**config.mk**
```make
export PLATFORM = sky130hd
export DESIGN_NAME = event_fifo_with_drop_records
export DESIGN_NICKNAME = d
export VERILOG_FILES = /design/src/rtl/efq_pkg.sv /design/src/rtl/event_fifo_with_drop_records.sv /design/src/rtl/efq_ram.sv /design/src/rtl/efq_ctrl.sv /design/src/rtl/efq_dp.sv
export SDC_FILE = /design/constraint.sdc
export NUM_CORES = 2
export LEC_CHECK = 0
export BUFFER_PORTS_ARGS = -buffer_cell sky130_fd_sc_hd__clkbuf_2
export CAP_MARGIN = 20
export CORE_ASPECT_RATIO = 1.5
export CORE_MARGIN = 2
export CORE_UTILIZATION = 55
export CTS_CLUSTER_DIAMETER = 120
export DETAILED_ROUTE_END_ITERATION = 8
export GPL_TIMING_DRIVEN = 0
export PLACE_DENSITY = 0.74
export SLEW_MARGIN = 0
export SYNTH_ARGS = -nofsm -noshare
export SYNTH_HDL_FRONTEND = slang
export SYNTH_HIERARCHICAL = 1
export SYNTH_SLANG_ARGS = --single-unit
```
**constraint.sdc**
```tcl
create_clock -name clk -period 29.6 [get_ports clk]
set_clock_uncertainty 0.15 [all_clocks]
set_input_delay 1.48 -clock clk [delete_from_list [all_inputs] [get_ports clk]]
set_output_delay 1.48 -clock clk [all_outputs]
set_load 0.01 [all_outputs]
```
**src/rtl/efq_pkg.sv**
```systemverilog
package efq_pkg;

  typedef enum logic [2:0] {
    KIND_PUSH   = 3'd0,
    KIND_NOTICE = 3'd1,
    KIND_READ   = 3'd2,
    KIND_CLOSE  = 3'd3,
    KIND_POLL   = 3'd4
  } kind_t;

  typedef enum logic [2:0] {
    ST_OK          = 3'd0,
    ST_CLOSED      = 3'd1,
    ST_TOO_BIG     = 3'd2,
    ST_NO_SPACE    = 3'd3,
    ST_WOULD_BLOCK = 3'd4,
    ST_SMALL       = 3'd5
  } status_t;

  localparam logic [1:0] CFG_QUEUE_LIMIT   = 2'd0;
  localparam logic [1:0] CFG_PAYLOAD_LIMIT = 2'd1;
  localparam logic [1:0] CFG_DROP_TYPE     = 2'd2;
  localparam logic [1:0] CFG_DROP_FLAGS    = 2'd3;

  // controller -> datapath commands
  typedef struct packed {
    logic latch_req;   // capture input item, evaluate push/notice/close
    logic emit_drop;   // present coalesced drop record
    logic emit_entry;  // present head entry
    logic emit_done;   // present completion
    logic fetch;       // start memory read of head entry
  } efq_cmd_t;

  // datapath -> controller status
  typedef struct packed {
    logic       is_read;
    logic       space_zero;
    logic       has_drops;
    logic       has_entries;
    logic       closed;
    logic       drop_fits;
    logic       entry_fits;
    logic       copied_zero;
  } efq_stat_t;

endpackage

```
**src/rtl/event_fifo_with_drop_records.sv**
```systemverilog
// Bounded event queue with a coalesced drop record. Each request (push, drop
// notice, read, close, poll) gives zero or more records and then one completion
// marked by last. Push, notice, close and poll go from evaluation straight to
// the completion; a read gives the drop record, then each stored entry, fetched
// by the registered read of the entry memory, until space or entries run out or
// one does not fit. Any result is held while out_stall is high.
// Requests are refused (stall high) until the completion is taken. Configuration
// writes are taken at any time but belong in idle time.
module event_fifo_with_drop_records #(
  parameter int DEPTH = 16,
  parameter int MAX_PAYLOAD_BYTES = 8,
  parameter int HEADER_BYTES = 24,
  parameter int DROP_INFO_BYTES = 24
) (
  input  logic        clk,
  input  logic        rst,
  input  logic        cfg_valid,
  output logic        cfg_ready,
  input  logic [1:0]  cfg_index,
  input  logic [15:0] cfg_data,
  input  logic        in_valid,
  output logic        in_stall,
  input  logic [2:0]  kind,
  input  logic [15:0] event_type,
  input  logic [15:0] event_flags,
  input  logic [7:0]  event_len,
  input  logic [63:0] payload_word,
  input  logic [15:0] read_space,
  input  logic [63:0] time_now,
  output logic        out_valid,
  input  logic        out_stall,
  output logic        is_record,
  output logic [15:0] record_type,
  output logic [15:0] record_flags,
  output logic [7:0]  record_len,
  output logic [63:0] record_seq,
  output logic [63:0] record_time,
  output logic [63:0] record_payload,
  output logic [63:0] drop_last_seq,
  output logic [2:0]  status,
  output logic [15:0] bytes_copied,
  output logic [1:0]  availability,
  output logic        last
);
  import efq_pkg::*;

  efq_cmd_t  cmd;
  efq_stat_t stat;

  assign cfg_ready = 1'b1;

  efq_ctrl u_ctrl (
    .clk(clk), .rst(rst), .in_valid(in_valid), .in_stall(in_stall),
    .out_stall(out_stall), .out_valid(out_valid), .stat(stat), .cmd(cmd)
  );

  efq_dp #(
    .DEPTH(DEPTH), .MAX_PAYLOAD_BYTES(MAX_PAYLOAD_BYTES),
    .HEADER_BYTES(HEADER_BYTES), .DROP_INFO_BYTES(DROP_INFO_BYTES)
  ) u_dp (
    .clk(clk), .rst(rst), .cfg_valid(cfg_valid && cfg_ready), .cfg_index(cfg_index),
    .cfg_data(cfg_data), .kind(kind), .event_type(event_type), .event_flags(event_flags),
    .event_len(event_len), .payload_word(payload_word), .read_space(read_space),
    .time_now(time_now), .cmd(cmd), .stat(stat), .is_record(is_record),
    .record_type(record_type), .record_flags(record_flags), .record_len(record_len),
    .record_seq(record_seq), .record_time(record_time), .record_payload(record_payload),
    .drop_last_seq(drop_last_seq), .status(status), .bytes_copied(bytes_copied),
    .availability(availability), .last(last)
  );
endmodule

```
**src/rtl/efq_ram.sv**
```systemverilog
module efq_ram #(
  parameter int WIDTH = 8,
  parameter int DEPTH = 16
) (
  input  logic                     clk,
  input  logic                     we,
  input  logic [$clog2(DEPTH)-1:0] waddr,
  input  logic [WIDTH-1:0]         wdata,
  input  logic [$clog2(DEPTH)-1:0] raddr,
  output logic [WIDTH-1:0]         rdata
);
  logic [WIDTH-1:0] mem [DEPTH];

  always_ff @(posedge clk) begin
    if (we) mem[waddr] <= wdata;
    rdata <= mem[raddr];
  end
endmodule

```
**src/rtl/efq_ctrl.sv**
```systemverilog
module efq_ctrl (
  input  logic              clk,
  input  logic              rst,
  input  logic              in_valid,
  output logic              in_stall,
  input  logic              out_stall,
  output logic              out_valid,
  input  efq_pkg::efq_stat_t stat,
  output efq_pkg::efq_cmd_t  cmd
);
  import efq_pkg::*;

  typedef enum logic [2:0] {S_IDLE, S_EVAL, S_FETCH, S_ENTRY, S_OUT, S_DONE} state_t;
  state_t state;
  logic   out_done;  // current shown result is the completion
  logic   take;

  assign in_stall = (state != S_IDLE);
  assign take     = out_valid && !out_stall;

  always_comb begin
    cmd = '0;
    cmd.latch_req = (state == S_IDLE) && in_valid;
    case (state)
      S_EVAL: begin
        if (!stat.is_read || stat.space_zero || (!stat.has_drops && !stat.has_entries))
          cmd.emit_done = 1'b1;
        else if (stat.has_drops) begin
          if (stat.drop_fits) cmd.emit_drop = 1'b1;
          else cmd.emit_done = 1'b1;
        end else cmd.fetch = 1'b1;
      end
      S_FETCH: cmd.fetch = 1'b0;
      S_ENTRY: begin
        if (stat.entry_fits) cmd.emit_entry = 1'b1;
        else cmd.emit_done = 1'b1;
      end
      S_OUT: begin
        if (take && !out_done) begin
          if (!stat.space_zero && stat.has_entries) cmd.fetch = 1'b1;
          else cmd.emit_done = 1'b1;
        end
      end
      default: ;
    endcase
  end

  always_ff @(posedge clk) begin
    if (rst) begin
      state     <= S_IDLE;
      out_valid <= 1'b0;
      out_done  <= 1'b0;
    end else begin
      case (state)
        S_IDLE:  if (in_valid) state <= S_EVAL;
        S_EVAL, S_ENTRY: begin
          if (cmd.fetch) state <= S_FETCH;
          else begin
            state     <= S_OUT;
            out_valid <= 1'b1;
            out_done  <= cmd.emit_done;
          end
        end
        S_FETCH: state <= S_ENTRY;
        S_OUT: begin
          if (take) begin
            if (out_done) begin
              out_valid <= 1'b0;
              state     <= S_IDLE;
            end else if (cmd.fetch) begin
              out_valid <= 1'b0;
              state     <= S_FETCH;
            end else begin
              out_done <= 1'b1;
            end
          end
        end
        default: state <= S_IDLE;
      endcase
    end
  end
endmodule

```
**src/rtl/efq_dp.sv**
```systemverilog
module efq_dp #(
  parameter int DEPTH = 16,
  parameter int MAX_PAYLOAD_BYTES = 8,
  parameter int HEADER_BYTES = 24,
  parameter int DROP_INFO_BYTES = 24
) (
  input  logic              clk,
  input  logic              rst,
  input  logic              cfg_valid,
  input  logic [1:0]        cfg_index,
  input  logic [15:0]       cfg_data,
  input  logic [2:0]        kind,
  input  logic [15:0]       event_type,
  input  logic [15:0]       event_flags,
  input  logic [7:0]        event_len,
  input  logic [63:0]       payload_word,
  input  logic [15:0]       read_space,
  input  logic [63:0]       time_now,
  input  efq_pkg::efq_cmd_t  cmd,
  output efq_pkg::efq_stat_t stat,
  output logic              is_record,
  output logic [15:0]       record_type,
  output logic [15:0]       record_flags,
  output logic [7:0]        record_len,
  output logic [63:0]       record_seq,
  output logic [63:0]       record_time,
  output logic [63:0]       record_payload,
  output logic [63:0]       drop_last_seq,
  output logic [2:0]        status,
  output logic [15:0]       bytes_copied,
  output logic [1:0]        availability,
  output logic              last
);
  import efq_pkg::*;

  localparam int AW = $clog2(DEPTH);
  localparam int CW = $clog2(DEPTH + 1);
  localparam int LW = $clog2(MAX_PAYLOAD_BYTES + 1);
  localparam int ENW = 16 + 16 + LW + 64 + 64 + 64;
  localparam logic [16:0] DROP_SZ = 17'(HEADER_BYTES + DROP_INFO_BYTES);

  logic [4:0]  queue_limit;
  logic [3:0]  payload_limit;
  logic [15:0] drop_record_type, internal_flag_value;

  logic [AW-1:0] head_index, tail_index;
  logic [CW-1:0] stored_count;
  logic [63:0]   next_sequence, first_dropped, last_dropped;
  logic [31:0]   drops_pending;
  logic          is_closed;

  logic [2:0]  r_kind;
  logic [15:0] space, copied;
  logic [63:0] r_time;

  // effective limits
  logic [7:0]    plim;
  logic [CW-1:0] qlim;
  always_comb begin
    plim = (32'(payload_limit) < MAX_PAYLOAD_BYTES) ? 8'(payload_limit)
                                                    : 8'(MAX_PAYLOAD_BYTES);
    qlim = (queue_limit == 5'd0 || 32'(queue_limit) > DEPTH) ? CW'(DEPTH) : CW'(queue_limit);
  end

  // entry memory
  logic           we;
  logic [ENW-1:0] wdata, rdata;
  logic [63:0]    masked;
  always_comb begin
    masked = payload_word;
    for (int b = 0; b < 8; b++)
      if (b >= 32'(event_len)) masked[b*8 +: 8] = 8'd0;
  end
  assign wdata = {event_type, event_flags, event_len[LW-1:0], next_sequence, time_now, masked};

  efq_ram #(.WIDTH(ENW), .DEPTH(DEPTH)) u_ram (
    .clk(clk), .we(we), .waddr(tail_index), .wdata(wdata),
    .raddr(head_index), .rdata(rdata)
  );

  logic [15:0] e_type, e_flags;
  logic [LW-1:0] e_len;
  logic [63:0] e_seq, e_time, e_pay;
  assign {e_type, e_flags, e_len, e_seq, e_time, e_pay} = rdata;
  logic [16:0] e_sz;
  assign e_sz = 17'(HEADER_BYTES) + 17'(e_len);

  logic push_ok, push_drop, notice_drop;
  always_comb begin
    push_ok = 1'b0; push_drop = 1'b0; notice_drop = 1'b0;
    if (cmd.latch_req) begin
      if (kind == KIND_PUSH && event_len <= plim && !is_closed) begin
        if (stored_count >= qlim) push_drop = 1'b1;
        else push_ok = 1'b1;
      end
      if (kind == KIND_NOTICE && !is_closed) notice_drop = 1'b1;
    end
  end
  assign we = push_ok;

  always_comb begin
    stat.is_read     = (r_kind == KIND_READ);
    stat.space_zero  = (space == 16'd0);
    stat.has_drops   = (drops_pending != 32'd0);
    stat.has_entries = (stored_count != '0);
    stat.closed      = is_closed;
    stat.drop_fits   = (17'(space) >= DROP_SZ);
    stat.entry_fits  = (17'(space) >= e_sz);
    stat.copied_zero = (copied == 16'd0);
  end

  always_ff @(posedge clk) begin
    if (rst) begin
      queue_limit <= 5'd0; payload_limit <= 4'd8;
      drop_record_type <= 16'd0; internal_flag_value <= 16'd1;
      head_index <= '0; tail_index <= '0; stored_count <= '0;
      next_sequence <= 64'd1; drops_pending <= '0;
      first_dropped <= '0; last_dropped <= '0; is_closed <= 1'b0;
    end else begin
      if (cfg_valid) begin
        case (cfg_index)
          CFG_QUEUE_LIMIT:   queue_limit <= cfg_data[4:0];
          CFG_PAYLOAD_LIMIT: payload_limit <= cfg_data[3:0];
          CFG_DROP_TYPE:     drop_record_type <= cfg_data;
          CFG_DROP_FLAGS:    internal_flag_value <= cfg_data;
          default: ;
        endcase
      end
      if (push_ok || push_drop || notice_drop) next_sequence <= next_sequence + 64'd1;
      if (push_ok) begin
        tail_index   <= (32'(tail_index) == DEPTH - 1) ? '0 : tail_index + AW'(1);
        stored_count <= stored_count + CW'(1);
      end
      if (push_drop || notice_drop) begin
        if (drops_pending == 32'd0) first_dropped <= next_sequence;
        if (drops_pending != 32'hFFFF_FFFF) drops_pending <= drops_pending + 32'd1;
        last_dropped <= next_sequence;
      end
      if (cmd.latch_req && kind == KIND_CLOSE) is_closed <= 1'b1;
      if (cmd.emit_drop) begin
        drops_pending <= '0; first_dropped <= '0; last_dropped <= '0;
      end
      if (cmd.emit_entry) begin
        head_index   <= (32'(head_index) == DEPTH - 1) ? '0 : head_index + AW'(1);
        stored_count <= stored_count - CW'(1);
      end
    end
  end

  // request capture and read bookkeeping
  always_ff @(posedge clk) begin
    if (cmd.latch_req) begin
      r_kind <= kind;
      space  <= (kind == KIND_READ) ? read_space : 16'd0;
      r_time <= time_now;
      copied <= 16'd0;
      is_record <= 1'b0;
      status <= ST_OK;
      if (kind == KIND_PUSH) begin
        if (event_len > plim) status <= ST_TOO_BIG;
        else if (is_closed) status <= ST_CLOSED;
        else if (stored_count >= qlim) status <= ST_NO_SPACE;
      end else if (kind == KIND_NOTICE && is_closed) status <= ST_CLOSED;
    end
    if (cmd.emit_drop) begin
      is_record <= 1'b1; record_type <= drop_record_type;
      record_flags <= internal_flag_value; record_len <= 8'(DROP_INFO_BYTES);
      record_seq <= first_dropped; record_time <= r_time;
      record_payload <= 64'(drops_pending); drop_last_seq <= last_dropped;
      status <= ST_OK; bytes_copied <= 16'd0; availability <= 2'd0; last <= 1'b0;
      copied <= copied + 16'(DROP_SZ); space <= space - 16'(DROP_SZ);
    end
    if (cmd.emit_entry) begin
      is_record <= 1'b1; record_type <= e_type; record_flags <= e_flags;
      record_len <= 8'(e_len); record_seq <= e_seq; record_time <= e_time;
      record_payload <= e_pay; drop_last_seq <= 64'd0;
      status <= ST_OK; bytes_copied <= 16'd0; availability <= 2'd0; last <= 1'b0;
      copied <= copied + 16'(e_sz); space <= space - 16'(e_sz);
    end
    if (cmd.emit_done) begin
      is_record <= 1'b0; record_type <= '0; record_flags <= '0; record_len <= '0;
      record_seq <= '0; record_time <= '0; record_payload <= '0; drop_last_seq <= '0;
      last <= 1'b1; bytes_copied <= copied;
      availability <= {is_closed, (drops_pending != 32'd0) || (stored_count != '0)};
      status <= ST_OK;
      if (r_kind == KIND_PUSH || r_kind == KIND_NOTICE) status <= status;
      else if (r_kind == KIND_READ && space != 16'd0) begin
        if (copied == 16'd0 && drops_pending == 32'd0 && stored_count == '0) begin
          if (!is_closed) status <= ST_WOULD_BLOCK;
        end else if (copied == 16'd0 && (drops_pending != 32'd0 ||
                     stored_count != '0)) status <= ST_SMALL;
      end
    end
  end
endmodule

```
---- Word-level counts from Yosys, hierarchy flattened ----
Memories as Yosys holds them, arrays and structs flattened. A register that Yosys moved wholly into a read port is not among the register bits.
Index checks and enable logic that the tools add are counted.
word-level totals
  bits of input ports ..................... 210
  RAM bits ................................ 3,648
  memories ................................ 1
  bits in registers ....................... 699
memories
  memory          words  width  rd ports  clocked after memory_dff  wr ports  line           source
  u_dp.u_ram.mem  16     228    1         1                         1         efq_ram.sv:12  logic [WIDTH-1:0] mem [DEPTH];
operators by class
  $lt $le $gt $ge ......................... 15
  equality and inequality tests ........... 20
  multiplexer cells ....................... 101
  reductions and logical operators ........ 61
  $add $sub $neg .......................... 11
operator list
  operator                                                                              count
  64-bit 2-to-1 mux                                                                     6
  16-bit 2-to-1 mux                                                                     14
  64-bit by 1-bit adder with 64-bit output, second input constant                       1
  8-bit 2-to-1 mux                                                                      8
  3-bit 2-to-1 mux                                                                      17
  1-bit 2-to-1 mux                                                                      38
  32-bit by 1-bit adder with 32-bit output, second input constant                       1
  3-bit by 8-bit greater-or-equal comparator with 1-bit output, first input constant    4
  16-bit zero test                                                                      2
  32-bit zero test                                                                      1
  32-bit != test, second input constant                                                 1
  32-bit nonzero test                                                                   1
  4-bit 2-to-1 mux                                                                      5
  16-bit by 17-bit greater-or-equal comparator with 1-bit output                        1
  16-bit adder                                                                          1
  16-bit by 6-bit adder with 16-bit output, second input constant                       1
  1-bit by 8-bit greater-or-equal comparator with 1-bit output, first input constant    2
  16-bit by 6-bit greater-or-equal comparator with 1-bit output, second input constant  1
  2-bit by 8-bit greater-or-equal comparator with 1-bit output, first input constant    2
  16-bit nonzero test                                                                   1
  16-bit subtractor                                                                     1
  16-bit by 6-bit subtractor with 16-bit output, second input constant                  1
  3-bit by 2-bit equality test with 1-bit output, second input constant                 5
  5-bit 2-to-1 mux                                                                      3
  other kinds (35)                                                                      90

---- Longest topological paths before layout ----
  depth in word-level cells ............... 12
  depth in mapped cells ................... 20
  depth with buffers taken out ............ 18

---- By module ----
The synthesis kept the hierarchy.
by module, submodules not included
  module                        seq. area each (um^2)  cells each  instances  area an instance (um^2)
  efq_ram                       114,109.4              5,944       1          141,518.2
  efq_dp                        15,094.5               3,272       1          29,432.0
  efq_ctrl                      100.1                  50          1          401.6
  event_fifo_with_drop_records  0.0                    2           1          11.3

---- Least setup slack after synthesis ----
OpenSTA, ideal clock, no wires.
  path kind ............................... input-to-reg
  start ................................... input port in_valid
  end ..................................... memory u_dp/u_ram/mem[0][0] (netlist name) (enable)
  required time ........................... 28.355 ns
  library setup time ...................... 1.095 ns
  path buffers ............................ 0
  cell stages on the path ................. 7
  arrival ................................. 21.274 ns
  slack ................................... 7.081 ns
  cell sequence ........................... inv_1 -> nor2_1 -> nor4b_1 -> nand2b_1 -> nor3_1 -> or3b_2 -> nor3_1
RTL lines
  item         line                                source
  from (decl)  event_fifo_with_drop_records.sv:21  input logic in_valid,
  to (decl)    efq_ram.sv:12

==> reports/metrics.csv <==
stage;metric;value;unit
logic_synthesis;syn_inst;9266;
critical_path;path_cells;or3_1 -> nor2_4 -> buf_12 -> nor4b_1 -> nand2b_1 -> nor3_1 -> or3b_2 -> nor3_2 -> buf_6 -> buf_6 -> buf_6 -> buf_6 -> buf_6 -> buf_8 -> buf_8 -> buf_8;
sta;relSlewSlack;0.160;
clock_tree;clock-sinks;4575;
clock_tree;clk_latency;0.93;ns
cells_and_area;final_cells;14971;
die;core_area;0.311;sq mm
sta;setup_viol;0;
critical_path;start_kind;flop;
critical_path;cp_max_fo;16;
placement;globalplace.congestion;0.917;
min_path;hp-class;reg -> reg;
critical_path;critPathMostFrequentCell;buf_6;
global_route;grt_max_degree;25;
clock_tree;cts_resized;0;
cells_and_area;n_fill_cell;20556;
critical_path;reg2reg_slack;22.44;ns
global_route;grt_pass1_vias;96903;
critical_path;crit_arrival;7.62;ns
clock_tree;cts_setup_buffers;0;
status;status;complete, no violations;
die;dieArea;0.316;sq mm
global_route;antenna_found_initial;63;
min_path;whs_endpoint;u_dp/record_payload[48];
clock_tree;clkSlewWorstSetupHoldPaths;0.06;ns
placement;io_buffers;527;
sta;post-route-period-util;0.242;
sta;fmax;0.140;GHz
critical_path;cp-end-kind;flop;
clock_tree;clockBufferDepth;4;
die;ios;532;
clock_tree;root_buffer;clkbuf_16;
cells_and_area;area_delta_synth_final;15.8;%
run;max_cap_viol_count;0;
global_route;grt_usage;0.325;
detailed_routing;num_vias;97644;
critical_path;reg2reg_depth;16;
min_path;whs_path_depth;1;
placement;dpl.cell_count;14166;
clock_tree;cts_tree;built;
critical_path;cpPeakStageDelay;0.89;ns
die;start_util;0.551;
cells_and_area;layout.nets;10781;
critical_path;r2r-end;u_dp/u_ram/mem[0][81];
power;vdd_drop_max;54.7;uV
detailed_routing;drt_first_pass_iters;9;
clock_tree;htreeDepth;5;
logic_synthesis;syn_area_per_cell;18.5;sq um
logic_synthesis;yosysWarnings;6;
detailed_routing;viasPerCell;6.52;
clock_tree;cts_buffers;403;
cells_and_area;ff_latch_area;0.129;sq mm
global_route;grt_pass1_wl;720;mm
critical_path;slowest_stage;nor4b_1;
cells_and_area;multi_input_area;0.0394;sq mm
logic_synthesis;synth_area;0.171;sq mm
detailed_routing;drt-total-wl;519;mm
min_path;hp-start;u_dp/u_ram/rdata[48];
sta;finalCriticalPeriod;7.16;ns
detailed_routing;routedWlPerCell;34.7;um
power;p_per_area;66.5;mW/mm^2
die;die_w;460;um
detailed_routing;drt_iter0_drc;13139;
placement;hpwl;360;mm
cells_and_area;drive_gt1_frac;0.247;
critical_path;critical_path_class;reg -> reg;
die;fp.dieH;688;um
sta;rsz0062_at_grt;no;
global_route;grt_overflow;0;
sta;finalHoldViolations;0;
sta;worstMarginPinSlew;1.26;ns
cells_and_area;final_cell_mix;edfxtp_1 (3768), mux4_2 (854), dfxtp_1 (807);
detailed_routing;drc_errors;0;
critical_path;startpoint;u_ctrl/state[0];
cells_and_area;fin_util;0.638;
detailed_routing;ant_nets;0;
power;total_leakage_power;65.8;nW
sta;finalSetupTns;0;ns
die;std_cell_rows;251;
clock_tree;postCtsHoldBufs;0;
critical_path;r2r-start;u_ctrl/state[0];
sta;slew_viol_final;0;
critical_path;cp_data_required_time;30.06;ns
cells_and_area;layout_commonest_cell;edfxtp_1;
per-stage QoR:
stage | cell area, sq um | hold slack [ns] | setup WS, ns | total power, mW
after global routing | 198000 | 0.292 | 22.43 | 13.5
after detailed placement | 185000 | 0.282 | 21.95 | 7.89
after CTS | 198000 | 0.279 | 22.65 | 13.2
after floorplan | 171000 | 0.270 | 7.08 | 7.54
after global placement | 179000 | 0.282 | -19.32 | 7.85
final | 198000 | 0.282 | 22.44 | 13.2
flip-flops by register name, summed over array words and instances, names as in the netlist, 32 cells and up:
| signal | flops |
|---|---|
| u_dp/u_ram/mem | 3648 |
| u_dp/u_ram/rdata | 228 |
| u_dp/drop_last_seq | 64 |
| u_dp/first_dropped | 64 |
| u_dp/last_dropped | 64 |
| u_dp/next_sequence | 64 |
| u_dp/r_time | 64 |
| u_dp/record_payload | 64 |
| u_dp/record_seq | 64 |
| u_dp/record_time | 64 |
| u_dp/drops_pending | 32 |
worst max-delay path: cells and delay by family (launching register included):
family        cells  cell delay [ns]
flops             1             0.38
buf+inv           9             1.79
simple gates      7             4.46
power by group:
group | leakage (nW) | internal (mW) | total, mW | switching, mW
registers | 42.1 | 7.04 | 7.11 | 0.0768
logic | 17.0 | 0.203 | 0.653 | 0.451
clock network | 6.67 | 3.10 | 5.44 | 2.34
total | 65.8 | 10.3 | 13.2 | 2.86
cell type report:
class | count | share of cell area
diodes | 42 | 0.000529
plain buffers | 545 | 0.0133
clock buffers | 557 | 0.0572
clock inverters | 195 | 0.0115
inverters | 47 | 0.000889
multi-input cells | 4101 | 0.199
flip-flops and latches | 4575 | 0.651
well taps | 4048 | 0.0255
repair buffers | 861 | 0.0411
layer usage:
layer,wire (um),global-route usage,vias to the layer above
li1,-,-,39444
met1,173000,0.404,50086
met2,246000,0.514,6781
met3,62800,0.0828,1299
met4,36900,0.200,34
met5,223,0,-
how the worst max path moves through the flow:
stage,depth (start not counted),endpoint
2_1_floorplan,7,u_dp/u_ram/mem[0][0]
3_3_place_gp,8,u_dp/u_ram/mem[0][83]
3_5_place_dp,17,u_dp/u_ram/mem[0][81]
4_1_cts,16,u_dp/u_ram/mem[0][79]
5_1_grt,16,u_dp/u_ram/mem[0][79]
6_report,16,u_dp/u_ram/mem[0][81]
Power figures use the tool's default switching activity.
